## src/rtl/spsa_pkg.sv

```systemverilog
// Shared constants, types and helpers for the slotted page slot allocator.
`default_nettype none
package spsa_pkg;

	localparam int PAGE_BYTES   = 4096;
	localparam int HEADER_BYTES = 16;
	localparam int ENTRY_BYTES  = 5;
	localparam int MAX_SLOTS    = 64;

	localparam int BW = 13;
	localparam int IW = 6;
	localparam int CW = 7;

	typedef enum logic [1:0] {
		CMD_INIT   = 2'd0,
		CMD_ALLOC  = 2'd1,
		CMD_DELETE = 2'd2,
		CMD_VACUUM = 2'd3
	} cmd_t;

	localparam logic [1:0] ST_OK      = 2'd0;
	localparam logic [1:0] ST_NOSPACE = 2'd1;
	localparam logic [1:0] ST_BADSLOT = 2'd2;

	typedef enum logic [3:0] {
		OP_IDLE, OP_INIT, OP_ASCAN, OP_ARD, OP_ACHK, OP_AAPP, OP_DCHK, OP_DOUT,
		OP_VPRE, OP_SRD, OP_SEV, OP_UPD, OP_ERD1, OP_ERD2, OP_EOUT
	} op_t;

	typedef struct packed {
		logic load;
		op_t  op;
	} ctl_cmd_t;

	typedef struct packed {
		logic scan_zero;
		logic scan_hit;
		logic del_bad;
		logic idx_end;
		logic nlive_zero;
		logic k_last;
	} dp_sts_t;

	// free bytes between directory end and data start, floored at zero
	function automatic logic [BW-1:0] free_sp(input logic [BW-1:0] fe, input logic [CW-1:0] dl);
		logic [BW-1:0] st;
		st = BW'(HEADER_BYTES) + BW'(int'(dl) * ENTRY_BYTES);
		return (fe > st) ? fe - st : '0;
	endfunction

endpackage
`default_nettype wire

```

## src/rtl/spsa_ctrl.sv

```systemverilog
// Sequencing state machine for the slot allocator.
`default_nettype none
module spsa_ctrl (
	input  wire logic              clk,
	input  wire logic              arst_n,
	input  wire logic              start,
	input  wire logic [1:0]        command,
	input  wire spsa_pkg::dp_sts_t sts,
	output spsa_pkg::ctl_cmd_t     cmd,
	output logic                   busy
);

	typedef enum logic [14:0] {
		S_IDLE  = 15'h0001,
		S_INIT  = 15'h0002,
		S_ASCAN = 15'h0004,
		S_ARD   = 15'h0008,
		S_ACHK  = 15'h0010,
		S_AAPP  = 15'h0020,
		S_DCHK  = 15'h0040,
		S_DOUT  = 15'h0080,
		S_VPRE  = 15'h0100,
		S_SRD   = 15'h0200,
		S_SEV   = 15'h0400,
		S_UPD   = 15'h0800,
		S_ERD1  = 15'h1000,
		S_ERD2  = 15'h2000,
		S_EOUT  = 15'h4000
	} state_t;

	state_t state_q, state_d;

	assign busy = (state_q != S_IDLE);

	always_comb begin
		state_d = state_q;
		case (state_q)
			S_IDLE: begin
				if (start) begin
					case (spsa_pkg::cmd_t'(command))
						spsa_pkg::CMD_INIT:   state_d = S_INIT;
						spsa_pkg::CMD_ALLOC:  state_d = S_ASCAN;
						spsa_pkg::CMD_DELETE: state_d = S_DCHK;
						spsa_pkg::CMD_VACUUM: state_d = S_VPRE;
						default:              state_d = S_IDLE;
					endcase
				end
			end
			S_INIT:  state_d = S_IDLE;
			S_ASCAN: begin
				if (sts.scan_zero)
					state_d = S_AAPP;
				else if (sts.scan_hit)
					state_d = S_ARD;
			end
			S_ARD:   state_d = S_ACHK;
			S_ACHK:  state_d = S_IDLE;
			S_AAPP:  state_d = S_IDLE;
			S_DCHK:  state_d = sts.del_bad ? S_IDLE : S_DOUT;
			S_DOUT:  state_d = S_IDLE;
			S_VPRE: begin
				if (sts.idx_end)
					state_d = sts.nlive_zero ? S_IDLE : S_SRD;
			end
			S_SRD:   state_d = sts.idx_end ? S_UPD : S_SEV;
			S_SEV:   state_d = S_SRD;
			S_UPD:   state_d = sts.k_last ? S_ERD1 : S_SRD;
			S_ERD1:  state_d = S_ERD2;
			S_ERD2:  state_d = S_EOUT;
			S_EOUT:  state_d = sts.k_last ? S_IDLE : S_ERD1;
			default: state_d = S_IDLE;
		endcase
	end

	always_comb begin
		cmd.load = start && (state_q == S_IDLE);
		case (state_q)
			S_INIT:  cmd.op = spsa_pkg::OP_INIT;
			S_ASCAN: cmd.op = spsa_pkg::OP_ASCAN;
			S_ARD:   cmd.op = spsa_pkg::OP_ARD;
			S_ACHK:  cmd.op = spsa_pkg::OP_ACHK;
			S_AAPP:  cmd.op = spsa_pkg::OP_AAPP;
			S_DCHK:  cmd.op = spsa_pkg::OP_DCHK;
			S_DOUT:  cmd.op = spsa_pkg::OP_DOUT;
			S_VPRE:  cmd.op = spsa_pkg::OP_VPRE;
			S_SRD:   cmd.op = spsa_pkg::OP_SRD;
			S_SEV:   cmd.op = spsa_pkg::OP_SEV;
			S_UPD:   cmd.op = spsa_pkg::OP_UPD;
			S_ERD1:  cmd.op = spsa_pkg::OP_ERD1;
			S_ERD2:  cmd.op = spsa_pkg::OP_ERD2;
			S_EOUT:  cmd.op = spsa_pkg::OP_EOUT;
			default: cmd.op = spsa_pkg::OP_IDLE;
		endcase
	end

	always_ff @(posedge clk or negedge arst_n) begin
		if (!arst_n)
			state_q <= S_IDLE;
		else
			state_q <= state_d;
	end

endmodule
`default_nettype wire

```

## src/rtl/spsa_dp.sv

```systemverilog
// Directory storage, scan counters, vacuum sort and result registers.
`default_nettype none
module spsa_dp (
	input  wire logic                    clk,
	input  wire logic                    arst_n,
	input  wire spsa_pkg::ctl_cmd_t      cmd,
	input  wire logic [1:0]              command,
	input  wire logic [spsa_pkg::BW-1:0] request_size,
	input  wire logic [spsa_pkg::IW-1:0] slot_index,
	output spsa_pkg::dp_sts_t            sts,
	output logic                         result_valid,
	output logic [1:0]                   status,
	output logic [spsa_pkg::IW-1:0]      slot_number,
	output logic [spsa_pkg::BW-1:0]      new_offset,
	output logic [spsa_pkg::BW-1:0]      old_offset,
	output logic [spsa_pkg::BW-1:0]      byte_count,
	output logic [spsa_pkg::BW-1:0]      free_bytes,
	output logic                         is_move,
	output logic                         last
);

	localparam int BW = spsa_pkg::BW;
	localparam int IW = spsa_pkg::IW;
	localparam int CW = spsa_pkg::CW;
	localparam int NS = spsa_pkg::MAX_SLOTS;

	// directory memories
	logic [BW-1:0] off_mem [NS];
	logic [BW-1:0] sz_mem  [NS];
	logic [IW-1:0] ord_slot_mem [NS];
	logic [BW-1:0] ord_old_mem  [NS];

	logic [NS-1:0] deleted_q;
	logic [NS-1:0] taken_q;
	logic [CW-1:0] dl_q, live_q, i_q, k_q, nlive_q;
	logic [BW-1:0] free_end_q, end_q, size_q;
	logic [IW-1:0] idx_q, pick_q, best_q;
	logic [BW-1:0] best_off_q, best_sz_q;
	logic          have_q;
	logic [BW-1:0] off_rd_q, sz_rd_q, ord_old_rd_q;
	logic [IW-1:0] ord_slot_rd_q;

	logic [IW-1:0] i_lo, i_dec, rd_addr;
	logic [BW-1:0] fs_now, fe_sub, fs_grow, fs_app, end_new;
	logic          shrink, grow_fail, app_fail, a_ok;
	logic          off_we, sz_we;
	logic [IW-1:0] off_wa, sz_wa;
	logic [BW-1:0] off_wd, sz_wd;

	logic          r_vld, r_mv, r_last;
	logic [1:0]    r_st;
	logic [IW-1:0] r_slot;
	logic [BW-1:0] r_new, r_old, r_cnt, r_free;

	assign i_lo  = i_q[IW-1:0];
	assign i_dec = IW'(i_q - CW'(1));

	assign fs_now  = spsa_pkg::free_sp(free_end_q, dl_q);
	assign fe_sub  = free_end_q - size_q;
	assign fs_grow = spsa_pkg::free_sp(fe_sub, dl_q);
	assign fs_app  = spsa_pkg::free_sp(fe_sub, dl_q + CW'(1));
	assign end_new = (best_sz_q > end_q) ? '0 : end_q - best_sz_q;

	assign shrink    = size_q < sz_rd_q;
	assign grow_fail = size_q > fs_now;
	assign a_ok      = shrink || !grow_fail;
	assign app_fail  = (dl_q >= CW'(NS)) ||
		({1'b0, fs_now} < ((BW+1)'(spsa_pkg::ENTRY_BYTES) + {1'b0, size_q}));

	always_comb begin
		sts.scan_zero  = (i_q == '0);
		sts.scan_hit   = (i_q != '0) && deleted_q[i_dec];
		sts.del_bad    = ({1'b0, idx_q} >= dl_q) || deleted_q[idx_q];
		sts.idx_end    = (i_q == dl_q);
		sts.nlive_zero = (nlive_q == '0);
		sts.k_last     = ((k_q + CW'(1)) == nlive_q);
	end

	always_comb begin
		case (cmd.op)
			spsa_pkg::OP_DCHK: rd_addr = idx_q;
			spsa_pkg::OP_SRD:  rd_addr = i_lo;
			spsa_pkg::OP_ERD2: rd_addr = ord_slot_rd_q;
			default:           rd_addr = pick_q;
		endcase
	end

	always_comb begin
		off_we = 1'b0;
		off_wa = pick_q;
		off_wd = fe_sub;
		sz_we  = 1'b0;
		sz_wa  = pick_q;
		sz_wd  = size_q;
		case (cmd.op)
			spsa_pkg::OP_ACHK: begin
				off_we = !shrink && !grow_fail;
				sz_we  = a_ok;
			end
			spsa_pkg::OP_AAPP: begin
				off_we = !app_fail;
				off_wa = dl_q[IW-1:0];
				sz_we  = !app_fail;
				sz_wa  = dl_q[IW-1:0];
			end
			spsa_pkg::OP_VPRE: begin
				sz_we = !sts.idx_end && deleted_q[i_lo];
				sz_wa = i_lo;
				sz_wd = '0;
			end
			spsa_pkg::OP_UPD: begin
				off_we = 1'b1;
				off_wa = best_q;
				off_wd = end_new;
			end
			default: ;
		endcase
	end

	always_ff @(posedge clk) begin
		if (off_we)
			off_mem[off_wa] <= off_wd;
		off_rd_q <= off_mem[rd_addr];
	end

	always_ff @(posedge clk) begin
		if (sz_we)
			sz_mem[sz_wa] <= sz_wd;
		sz_rd_q <= sz_mem[rd_addr];
	end

	// vacuum order, written during the sort and read back for the moves
	always_ff @(posedge clk) begin
		if (cmd.op == spsa_pkg::OP_UPD) begin
			ord_slot_mem[k_q[IW-1:0]] <= best_q;
			ord_old_mem[k_q[IW-1:0]]  <= best_off_q;
		end
		ord_slot_rd_q <= ord_slot_mem[k_q[IW-1:0]];
		ord_old_rd_q  <= ord_old_mem[k_q[IW-1:0]];
	end

	always_comb begin
		r_vld  = 1'b0;
		r_st   = spsa_pkg::ST_OK;
		r_slot = '0;
		r_new  = '0;
		r_old  = '0;
		r_cnt  = '0;
		r_free = fs_now;
		r_mv   = 1'b0;
		r_last = 1'b1;
		case (cmd.op)
			spsa_pkg::OP_INIT: begin
				r_vld  = 1'b1;
				r_free = spsa_pkg::free_sp(BW'(spsa_pkg::PAGE_BYTES), '0);
			end
			spsa_pkg::OP_ACHK: begin
				r_vld = 1'b1;
				if (shrink) begin
					r_slot = pick_q;
					r_new  = off_rd_q;
					r_cnt  = size_q;
				end else if (grow_fail) begin
					r_st = spsa_pkg::ST_NOSPACE;
				end else begin
					r_slot = pick_q;
					r_new  = fe_sub;
					r_cnt  = size_q;
					r_free = fs_grow;
				end
			end
			spsa_pkg::OP_AAPP: begin
				r_vld = 1'b1;
				if (app_fail) begin
					r_st = spsa_pkg::ST_NOSPACE;
				end else begin
					r_slot = dl_q[IW-1:0];
					r_new  = fe_sub;
					r_cnt  = size_q;
					r_free = fs_app;
				end
			end
			spsa_pkg::OP_DCHK: begin
				r_vld = sts.del_bad;
				r_st  = spsa_pkg::ST_BADSLOT;
			end
			spsa_pkg::OP_DOUT: begin
				r_vld  = 1'b1;
				r_slot = idx_q;
				r_new  = off_rd_q;
				r_cnt  = sz_rd_q;
			end
			spsa_pkg::OP_VPRE: begin
				r_vld  = sts.idx_end && sts.nlive_zero;
				r_free = spsa_pkg::free_sp(BW'(spsa_pkg::PAGE_BYTES), dl_q);
			end
			spsa_pkg::OP_EOUT: begin
				r_vld  = 1'b1;
				r_slot = ord_slot_rd_q;
				r_new  = off_rd_q;
				r_old  = ord_old_rd_q;
				r_cnt  = sz_rd_q;
				r_mv   = 1'b1;
				r_last = sts.k_last;
			end
			default: ;
		endcase
	end

	always_ff @(posedge clk or negedge arst_n) begin
		if (!arst_n)
			result_valid <= 1'b0;
		else
			result_valid <= r_vld;
	end

	always_ff @(posedge clk) begin
		if (r_vld) begin
			status      <= r_st;
			slot_number <= r_slot;
			new_offset  <= r_new;
			old_offset  <= r_old;
			byte_count  <= r_cnt;
			free_bytes  <= r_free;
			is_move     <= r_mv;
			last        <= r_last;
		end
	end

	// page state
	always_ff @(posedge clk or negedge arst_n) begin
		if (!arst_n) begin
			deleted_q  <= '0;
			dl_q       <= '0;
			live_q     <= '0;
			free_end_q <= BW'(spsa_pkg::PAGE_BYTES);
		end else begin
			case (cmd.op)
				spsa_pkg::OP_INIT: begin
					deleted_q  <= '0;
					dl_q       <= '0;
					live_q     <= '0;
					free_end_q <= BW'(spsa_pkg::PAGE_BYTES);
				end
				spsa_pkg::OP_ACHK: begin
					if (a_ok) begin
						deleted_q[pick_q] <= 1'b0;
						live_q            <= live_q + CW'(1);
						if (!shrink)
							free_end_q <= fe_sub;
					end
				end
				spsa_pkg::OP_AAPP: begin
					if (!app_fail) begin
						deleted_q[dl_q[IW-1:0]] <= 1'b0;
						dl_q                    <= dl_q + CW'(1);
						live_q                  <= live_q + CW'(1);
						free_end_q              <= fe_sub;
					end
				end
				spsa_pkg::OP_DOUT: begin
					deleted_q[idx_q] <= 1'b1;
					if (live_q != '0)
						live_q <= live_q - CW'(1);
				end
				spsa_pkg::OP_VPRE: begin
					if (sts.idx_end && sts.nlive_zero)
						free_end_q <= BW'(spsa_pkg::PAGE_BYTES);
				end
				spsa_pkg::OP_UPD:  free_end_q <= end_new;
				default: ;
			endcase
		end
	end

	// scan and sort control
	always_ff @(posedge clk or negedge arst_n) begin
		if (!arst_n) begin
			i_q     <= '0;
			k_q     <= '0;
			nlive_q <= '0;
			have_q  <= 1'b0;
			end_q   <= BW'(spsa_pkg::PAGE_BYTES);
		end else if (cmd.load) begin
			i_q     <= (spsa_pkg::cmd_t'(command) == spsa_pkg::CMD_ALLOC) ? dl_q : '0;
			k_q     <= '0;
			nlive_q <= '0;
			have_q  <= 1'b0;
			end_q   <= BW'(spsa_pkg::PAGE_BYTES);
		end else begin
			case (cmd.op)
				spsa_pkg::OP_ASCAN: begin
					if (!sts.scan_zero && !sts.scan_hit)
						i_q <= i_q - CW'(1);
				end
				spsa_pkg::OP_VPRE: begin
					if (sts.idx_end) begin
						i_q    <= '0;
						have_q <= 1'b0;
					end else begin
						i_q <= i_q + CW'(1);
						if (!deleted_q[i_lo])
							nlive_q <= nlive_q + CW'(1);
					end
				end
				spsa_pkg::OP_SEV: begin
					i_q <= i_q + CW'(1);
					if (!taken_q[i_lo] && (!have_q || off_rd_q > best_off_q))
						have_q <= 1'b1;
				end
				spsa_pkg::OP_UPD: begin
					i_q    <= '0;
					have_q <= 1'b0;
					end_q  <= end_new;
					k_q    <= sts.k_last ? '0 : k_q + CW'(1);
				end
				spsa_pkg::OP_EOUT: k_q <= k_q + CW'(1);
				default: ;
			endcase
		end
	end

	always_ff @(posedge clk) begin
		if (cmd.load) begin
			size_q <= request_size;
			idx_q  <= slot_index;
		end
		if (cmd.op == spsa_pkg::OP_ASCAN && sts.scan_hit)
			pick_q <= i_dec;
		if (cmd.op == spsa_pkg::OP_VPRE && !sts.idx_end)
			taken_q[i_lo] <= deleted_q[i_lo];
		if (cmd.op == spsa_pkg::OP_SEV && !taken_q[i_lo] &&
			(!have_q || off_rd_q > best_off_q)) begin
			best_q     <= i_lo;
			best_off_q <= off_rd_q;
			best_sz_q  <= sz_rd_q;
		end
		if (cmd.op == spsa_pkg::OP_UPD)
			taken_q[best_q] <= 1'b1;
	end

endmodule
`default_nettype wire

```

## src/rtl/slotted_page_slot_allocator.sv

```systemverilog
// Steps: init clears the page; delete checks the slot and, if good, reports and marks it;
// allocate scans down from the directory end for a deleted mark, then reads and checks the
// hit, or appends an entry if none is deleted. Vacuum marks the n directory entries, then
// for each of L live entries sweeps them for the max offset and updates; then reads out each move.
// A result word appears in the cycle after its step; busy falls with the last word.
// One item at a time; the next start is taken the cycle busy is low. Receiver cannot stall.
// Reset: empty directory, free end at page size, no results pending.
`default_nettype none
module slotted_page_slot_allocator (
	input  wire logic                    clk,
	input  wire logic                    arst_n,
	input  wire logic                    start,
	output logic                         busy,
	input  wire logic [1:0]              command,
	input  wire logic [spsa_pkg::BW-1:0] request_size,
	input  wire logic [spsa_pkg::IW-1:0] slot_index,
	output logic                         result_valid,
	output logic [1:0]                   status,
	output logic [spsa_pkg::IW-1:0]      slot_number,
	output logic [spsa_pkg::BW-1:0]      new_offset,
	output logic [spsa_pkg::BW-1:0]      old_offset,
	output logic [spsa_pkg::BW-1:0]      byte_count,
	output logic [spsa_pkg::BW-1:0]      free_bytes,
	output logic                         is_move,
	output logic                         last
);

	spsa_pkg::ctl_cmd_t cmd;
	spsa_pkg::dp_sts_t  sts;

	spsa_ctrl u_ctrl (
		.clk     (clk),
		.arst_n  (arst_n),
		.start   (start),
		.command (command),
		.sts     (sts),
		.cmd     (cmd),
		.busy    (busy)
	);

	spsa_dp u_dp (
		.clk          (clk),
		.arst_n       (arst_n),
		.cmd          (cmd),
		.command      (command),
		.request_size (request_size),
		.slot_index   (slot_index),
		.sts          (sts),
		.result_valid (result_valid),
		.status       (status),
		.slot_number  (slot_number),
		.new_offset   (new_offset),
		.old_offset   (old_offset),
		.byte_count   (byte_count),
		.free_bytes   (free_bytes),
		.is_move      (is_move),
		.last         (last)
	);

endmodule
`default_nettype wire

```

## config.mk

```make
export PLATFORM = sky130hd
export DESIGN_NAME = slotted_page_slot_allocator
export DESIGN_NICKNAME = d
export VERILOG_FILES = /design/src/rtl/spsa_pkg.sv /design/src/rtl/spsa_ctrl.sv /design/src/rtl/spsa_dp.sv /design/src/rtl/slotted_page_slot_allocator.sv
export SDC_FILE = /design/constraint.sdc
export NUM_CORES = 2
export LEC_CHECK = 0
export ABC_AREA = 0
export BUFFER_PORTS_ARGS = -buffer_cell sky130_fd_sc_hd__buf_2
export CAP_MARGIN = 20
export CORE_MARGIN = 4
export CORE_UTILIZATION = 50
export CTS_CLUSTER_DIAMETER = 200
export CTS_CLUSTER_SIZE = 10
export DETAILED_ROUTE_END_ITERATION = 16
export HOLD_SLACK_MARGIN = 0.05
export PLACE_DENSITY_LB_ADDON = 0.25
export SYNTH_ARGS = -nofsm -noshare
export SYNTH_HDL_FRONTEND = slang
export SYNTH_SLANG_ARGS = --single-unit
```

## constraint.sdc

```tcl
create_clock -name clk -period 11.05 [get_ports clk]
set_input_delay 2.21 -clock clk [delete_from_list [all_inputs] [get_ports clk]]
set_output_delay 2.21 -clock clk [all_outputs]
set_load 0.02 [all_outputs]
```

# Word-level counts from Yosys, hierarchy flattened
# Memory sizes are Yosys's and may differ from the RTL's. A register that Yosys moved wholly into a read port is not among the register bits.
# Index checks and enable logic that the tools add are counted.
word_totals:
  regBits: 318
  ram_bits: 2880
  in_bits: 24
  out_inout_bits: 64
  elab_cells: 268
  mem_count: 4
memory_table:
  columns: ["memory", "depth", "word_bits", "read_ports", "rd_clocked_by_memory_dff", "wr", "line", "source"]
  rows:
  - ["u_dp.off_mem", 64, 13, 1, 1, 1, "spsa_dp.sv:28", "logic [BW-1:0] off_mem [NS];"]
  - ["u_dp.ord_old_mem", 64, 13, 1, 1, 1, "spsa_dp.sv:31", "logic [BW-1:0] ord_old_mem [NS];"]
  - ["u_dp.sz_mem", 64, 13, 1, 1, 1, "spsa_dp.sv:29", "logic [BW-1:0] sz_mem [NS];"]
  - ["u_dp.ord_slot_mem", 64, 6, 1, 1, 1, "spsa_dp.sv:30", "logic [IW-1:0] ord_slot_mem [NS];"]
classes:
  addsub: 14
  multipliers: 2
  order_cmp: 22
  n_eq_ne: 45
  n_mux: 101
  bitwise: 6
  reduce_logical: 49
op_table:
  columns: ["cell", "n"]
  rows:
  - ["$mux W13", 24]
  - ["$mux W64", 4]
  - ["$pmux W64 S4", 1]
  - ["$pmux W15 S11", 1]
  - ["$and A64 B64 Y64", 2]
  - ["$not A64 Y64", 2]
  - ["$or A64 B64 Y64", 2]
  - ["$gt A13 B13 Y1", 6]
  - ["$pmux W13 S3", 2]
  - ["$mux W7", 11]
  - ["$pmux W13 S5", 1]
  - ["$sub A13 B13 Y13", 5]
  - ["$bwmux W64", 1]
  - ["$mux W15", 4]
  - ["$pmux W15 S4", 1]
  - ["$pmux W4 S14", 1]
  - ["$pmux W13 S4", 1]
  - ["$lt A6 B7 Y1 const B", 6]
  - ["$demux W1 S6", 5]
  - ["$ge A6 B1 Y1 const B", 5]
  - ["$add A7 B1 Y7 const B", 4]
  - ["$pmux W7 S2", 2]
  - ["$pmux W7 S4", 1]
  - ["$add A6 B13 Y13 const A", 2]
  - ["64 further kinds", 145]

# Longest topological paths before layout
depth:
  ltp_word: 10
  mapped_depth: 30
  mapped_depth_nobuf: 27

# Hierarchy
# Synthesis repeated with hierarchy kept, for this count alone.
unflattened:
  hier_cells: 10064
  area_unflattened_um2: 134031.0
modules_own_cells:
  columns: ["module", "instances", "cells_each", "area_each_um2", "seq_area_each_um2"]
  rows:
  - ["spsa_dp", 1, 9951, 133038.8, 95243.8]
  - ["spsa_ctrl", 1, 113, 992.2, 376.6]

# Least setup slack after synthesis
# Ideal clock, no wire load.
synth_path:
  kind: "register to register"
  from: "register u_dp.dl_q[1]"
  to: "memory u_dp.off_mem[10][0], enable pin"
  setup_ns: 0.400
  arrival_ns: 7.453
  required_time_ns: 10.650
  path_slack_ns: 3.198
  stages_incl_launch_ff: 29
  n_path_buf: 2
  synth_period_minus_slack_ns: 7.852
  path_cell_list: "dfrtp_1 > ha_1 > ha_1 > fa_1 > a21o_1 > a21oi_1 > xnor2_1 > nand3_1 > xor2_1 > ha_1 > nand4b_1 > nor4_1 > o21bai_1 > o31ai_1 > a32oi_1 > o211ai_4 > clkbuf_1 > and2_1 > ha_1 > nand4_1 > a211oi_1 > o41ai_1 > or2_2 > o21ai_0 > a31oi_2 > o21ai_1 > a22oi_1 > buf_2 > nor3_1"
synth_via:
  elab_chain_cells: 10
  word_cells_on_any_way: 16
  cone_classes: "2 x add/sub; 1 x mul; 4 x order compare; 5 x mux; 4 x reduce/logical"
synth_rtl:
  columns: ["item", "line", "source"]
  rows:
  - ["start: declaration", "spsa_dp.sv:35", "logic [CW-1:0] dl_q, live_q, i_q, k_q, nlive_q;"]
  - ["start signal: assignment", "spsa_dp.sv:256", "dl_q <= dl_q + CW'(1);"]
  - ["$mul A7 B3 Y10", "spsa_pkg.sv:47", "st = BW'(HEADER_BYTES) + BW'(int'(dl) * ENTRY_BYTES);"]
  - ["$add A6 B13 Y13", "spsa_pkg.sv:47", null]
  - ["$sub A13 B13 Y13 or $gt A13 B13 Y1 (tied branches)", "spsa_pkg.sv:48", "return (fe > st) ? fe - st : '0;"]
  - ["$mux W13", "spsa_pkg.sv:48", null]
  - ["$lt A13 B14 Y1 or $gt A13 B13 Y1 (tied branches)", "spsa_dp.sv:68, spsa_dp.sv:65", null]
  - ["$logic_or A1 B1 Y1 or $logic_not A1 Y1 (tied branches)", "spsa_dp.sv:67, spsa_dp.sv:97", null]
  - ["$logic_not A1 Y1 or $logic_and A1 B1 Y1 (tied branches)", "spsa_dp.sv:101, spsa_dp.sv:97", null]
  - ["$pmux W1 S3", "spsa_dp.sv:95", "case (cmd.op)"]
  - ["$mux W1", "spsa_dp.sv:121", "if (off_we)"]
  - ["$mux W1 (not written as such)", "spsa_dp.sv:122", "off_mem[off_wa] <= off_wd;"]
  - ["end: declaration", "spsa_dp.sv:28", null]
# Parallel ways exist; a longest one is shown, timed or not.

# Final worst setup path
layout_path:
  from: "register u_dp.dl_q[1]"
  to: "memory u_dp.off_mem[1][6], enable pin"
# Same word-level chain as after synthesis.

==> summary.md <==
| Metric | Value |
|---|---|
| Outcome | finished clean |
| Cell Area, Placed | 138000 um^2 |
| CTS tree | yes |
| Antenna Nets Post-Route | 0 |
| Synth Register Bits | between 3000 and 4000 |
| Max incr delay on CP | around 930 ps |
| Max cap viols | 0 |
| Crit Path Category | register to register |
| Synthesized area | 133000 um^2 |
| Post-route cell area | between 100000 and 150000 um^2 |
| Clk buf depth | 4 |
| Slowest-stage cell, CP | nor3_2 |
| Nets | between 10000 and 15000 |
| Most frequent cells in the layout | edfxtp_1, nand2_1, nand3_1, a22oi_1, clkbuf_16 |
| # DRC | 0 |
| Crit path required time | roughly 12000 ps |
| IO Port Bufs | between 80 and 90 |
| Static leakage | slightly below 50 nW |
| Synth unique cells | 100 |
| EDFF count, synth | about 3000 |
| Chip Height | ~520 um |
| Pwr/cell area | between 200 and 250 nW/um^2 |
| Avg WL per Cell | 30.5 um |
| Global-route wire length before repair | roughly 600000 um |
| Initial antenna violation count | 24 |
| DIE AREA | between 200000 and 300000 um^2 |
| Synth async-reset ratio | around 4.2% |
| Area Growth Syn to Fin | 11.7% |
| Mapped Cells | between 10000 and 15000 |
| Inserted Clock Buffers | 366 |
| # fillers | roughly 21000 |
| Fin. Hold Viols | 0 |
| Initial Util | about half |
| Seq/Total Area, Yosys | between 70% and 80% |
| Post-CTS Setup Repair Bufs | 0 |
| Row Count | about 190 |
| Die W | ~520 um |
| DRT Wirelength | 420000 um |
| Hold_buf cts | 0 |
| GPL Wtd Cong | between 0.9 and 1 |
| Rel. slew slack | 6.79% |
| Synth Flop Type | edfxtp_1 |
| Via count | roughly 90000 |
| Minimum clock period | 9710 ps |
| H-tree depth | 5 |
| Startpoint types | register |
| Core Util, Final | approximately 56% |
| Slew Limit Fails | 0 |
| Setup Skew | approximately 83 ps |
| Global Route Usage Sum | between 20 and 30% |
| Synth warnings | 0 |
| Core Area | 263000 um^2 |
| RSZ-0062 raised after global routing | no |
| Net Switching | 9.99 mW |
| Clk_lat worst skew | 910 ps |
| CTS sink count | approximately 3200 |
| Seq pwr share | 46.5% |
| CP arrival | ~10000 ps |
| Maximum clock frequency | between 0.1 and 0.15 GHz |
| Clock power share | 32.7% |
| Post-DP HPWL | about 250000 um |
| Worst Path Max Fanout | 32 |
| Buffers plus inverters on the worst setup path | 1 |
| Pint | approximately 22 mW |
| Worst slew pin tran | 1390 ps |
| Sequential Area | roughly 96000 um^2 |
| # setup viols final | 0 |
| Top Family by Delay on Critical Path | compound AO/OA/AOI/OAI gates |
| Vias per cell | around 6.5 |
| Resize count post-CTS | 0 |
| Final setup TNS | 0 ps |
| Commonest non-fill, non-tap cell in the layout | edfxtp_1 |
| GRT Residual Overflow | 0 |
| Pin count of the biggest net entering global routing | between 200 and 250 |
| Combinational power share | between 20% and 30% |
| Area of the multi-input gates | between 30000 and 40000 um^2 |
| Sw frac | 30.9% |
| Fin crit share | a little under 90% |
| Clock-pin transition on the worst setup and hold timing paths | about 60 ps |
| Most frequent CP cell | ha_1 |
| Hold Crit Class | register to register |
| Root Driver | clkbuf_16 |
| Number of global-route vias before repair | ~85000 |
| DRT iter0 DRCs | around 13000 |
| I/O Pins | around 90 |
| Share of layout cells above drive strength 1 | between 10% and 20% |
| Avg Synthesized Cell Area | approximately 13 um^2 |
| Worst setup EP type | register |
| Tot Pwr | approximately 32 mW |
| Peak VDD IR | around 0.25 mV |
| Pre-antenna DRT Iters | 8 |
==> cells by family after synthesis <==
| logic type | Yosys count | share of synthesized area, % |
|---|---|---|
| AOI/OAI and AO/OA | 1647 | 8.83 |
| adders and majority gates | 153 | 1.48 |
| muxes | 114 | 1.08 |
| and+or+nand+nor | 4006 | 13.6 |
| DFF | 3243 | 72.0 |
| other | 1 | 0.00282 |
| buffers and inverters | 749 | 2.29 |
| xor gates and xnor gates | 112 | 0.739 |
==> flip-flops by register name, summed over array words and instances, names as in the netlist, 13 cells and up <==
register,count
u_ctrl.state_q,15
u_dp.best_off_q,13
u_dp.best_sz_q,13
u_dp.byte_count,13
u_dp.deleted_q,64
u_dp.end_q,13
u_dp.free_bytes,13
u_dp.free_end_q,13
u_dp.new_offset,13
u_dp.off_mem,832
u_dp.off_rd_q,13
u_dp.old_offset,13
u_dp.ord_old_mem,832
u_dp.ord_old_rd_q,13
u_dp.ord_slot_mem,384
u_dp.size_q,13
u_dp.sz_mem,832
u_dp.sz_rd_q,13
u_dp.taken_q,64
==> power by group through the flow <==
stage	Sequential, mW	Clock, mW	Combinational (mW)
floorplan	15.2	0	3.29
global placement	15.3	0	6.53
detailed placement	15.3	0	6.53
CTS	15.0	10.7	6.54
global route	15.0	11.2	6.98
finish	15.0	10.6	6.71
==> cell usage after synthesis, drive strengths merged (109+ instances only) <==
cell	number	area, um^2
a21oi	216	1080
a221oi	167	1460
a22o	160	1400
a22oi	386	2900
a31oi	189	1190
buf	177	883
clkbuf	437	1650
dfrtp	132	3300
dfxtp	109	2180
edfxtp	2999	90100
ha	144	1800
inv	131	492
nand2	2126	7980
nand3	925	4630
nand4	261	1630
nor2	212	796
nor3	183	931
o21ai	176	881
o22ai	118	738
==> routing by layer <==
layer / global-route usage, % / up-vias / part of all wire [%]
li1: - / 38294 / -
met2: 46.4 / 5827 / 46
met4: 11.8 / 20 / 4.6
met3: 6.02 / 1034 / 11
met1: 41.7 / 44422 / 39
met5: 0 / - / 0.029
==> path summary, 6_finish.rpt <==
kind	from	endpoint	slack, ps	depth (start not counted)
max	u_dp.dl_q[1]	u_dp.off_mem[1][6]	1340	28
min	u_dp.sz_rd_q[7]	u_dp.best_sz_q[7]	430	0
max reg2reg	u_dp.dl_q[1]	u_dp.off_mem[1][6]	1340	28
min reg2reg	u_dp.sz_rd_q[7]	u_dp.best_sz_q[7]	430	0
max in group asynchronous	arst_n	u_dp.deleted_q[26]	8550	3
min in group asynchronous	arst_n	u_dp.result_valid	1320	1
==> metrics by stage <==
step / setup slack (ps) / hold WS (ps) / cells
floorplan: 3200 / 408 / 10027
global placement: 1310 / 420 / 13261
finish: 1340 / 431 / 13752
CTS: 1280 / 432 / 13742
detailed placement: 1340 / 423 / 13263
global route: 739 / 442 / 13750
==> area by class of cell <==
cell class,instances,share of cell area (%)
Multi-Input combinational cell,6035,23.8
Inverter,135,0.342
Clock buffer,466,6.51
Antenna cell,4,0.00675
Timing Repair Buffer,341,1.76
Sequential cell,3243,64.5
Clock inverter,13,0.132
Tap cell,3515,2.96
(Power assumes the default switching activity.)
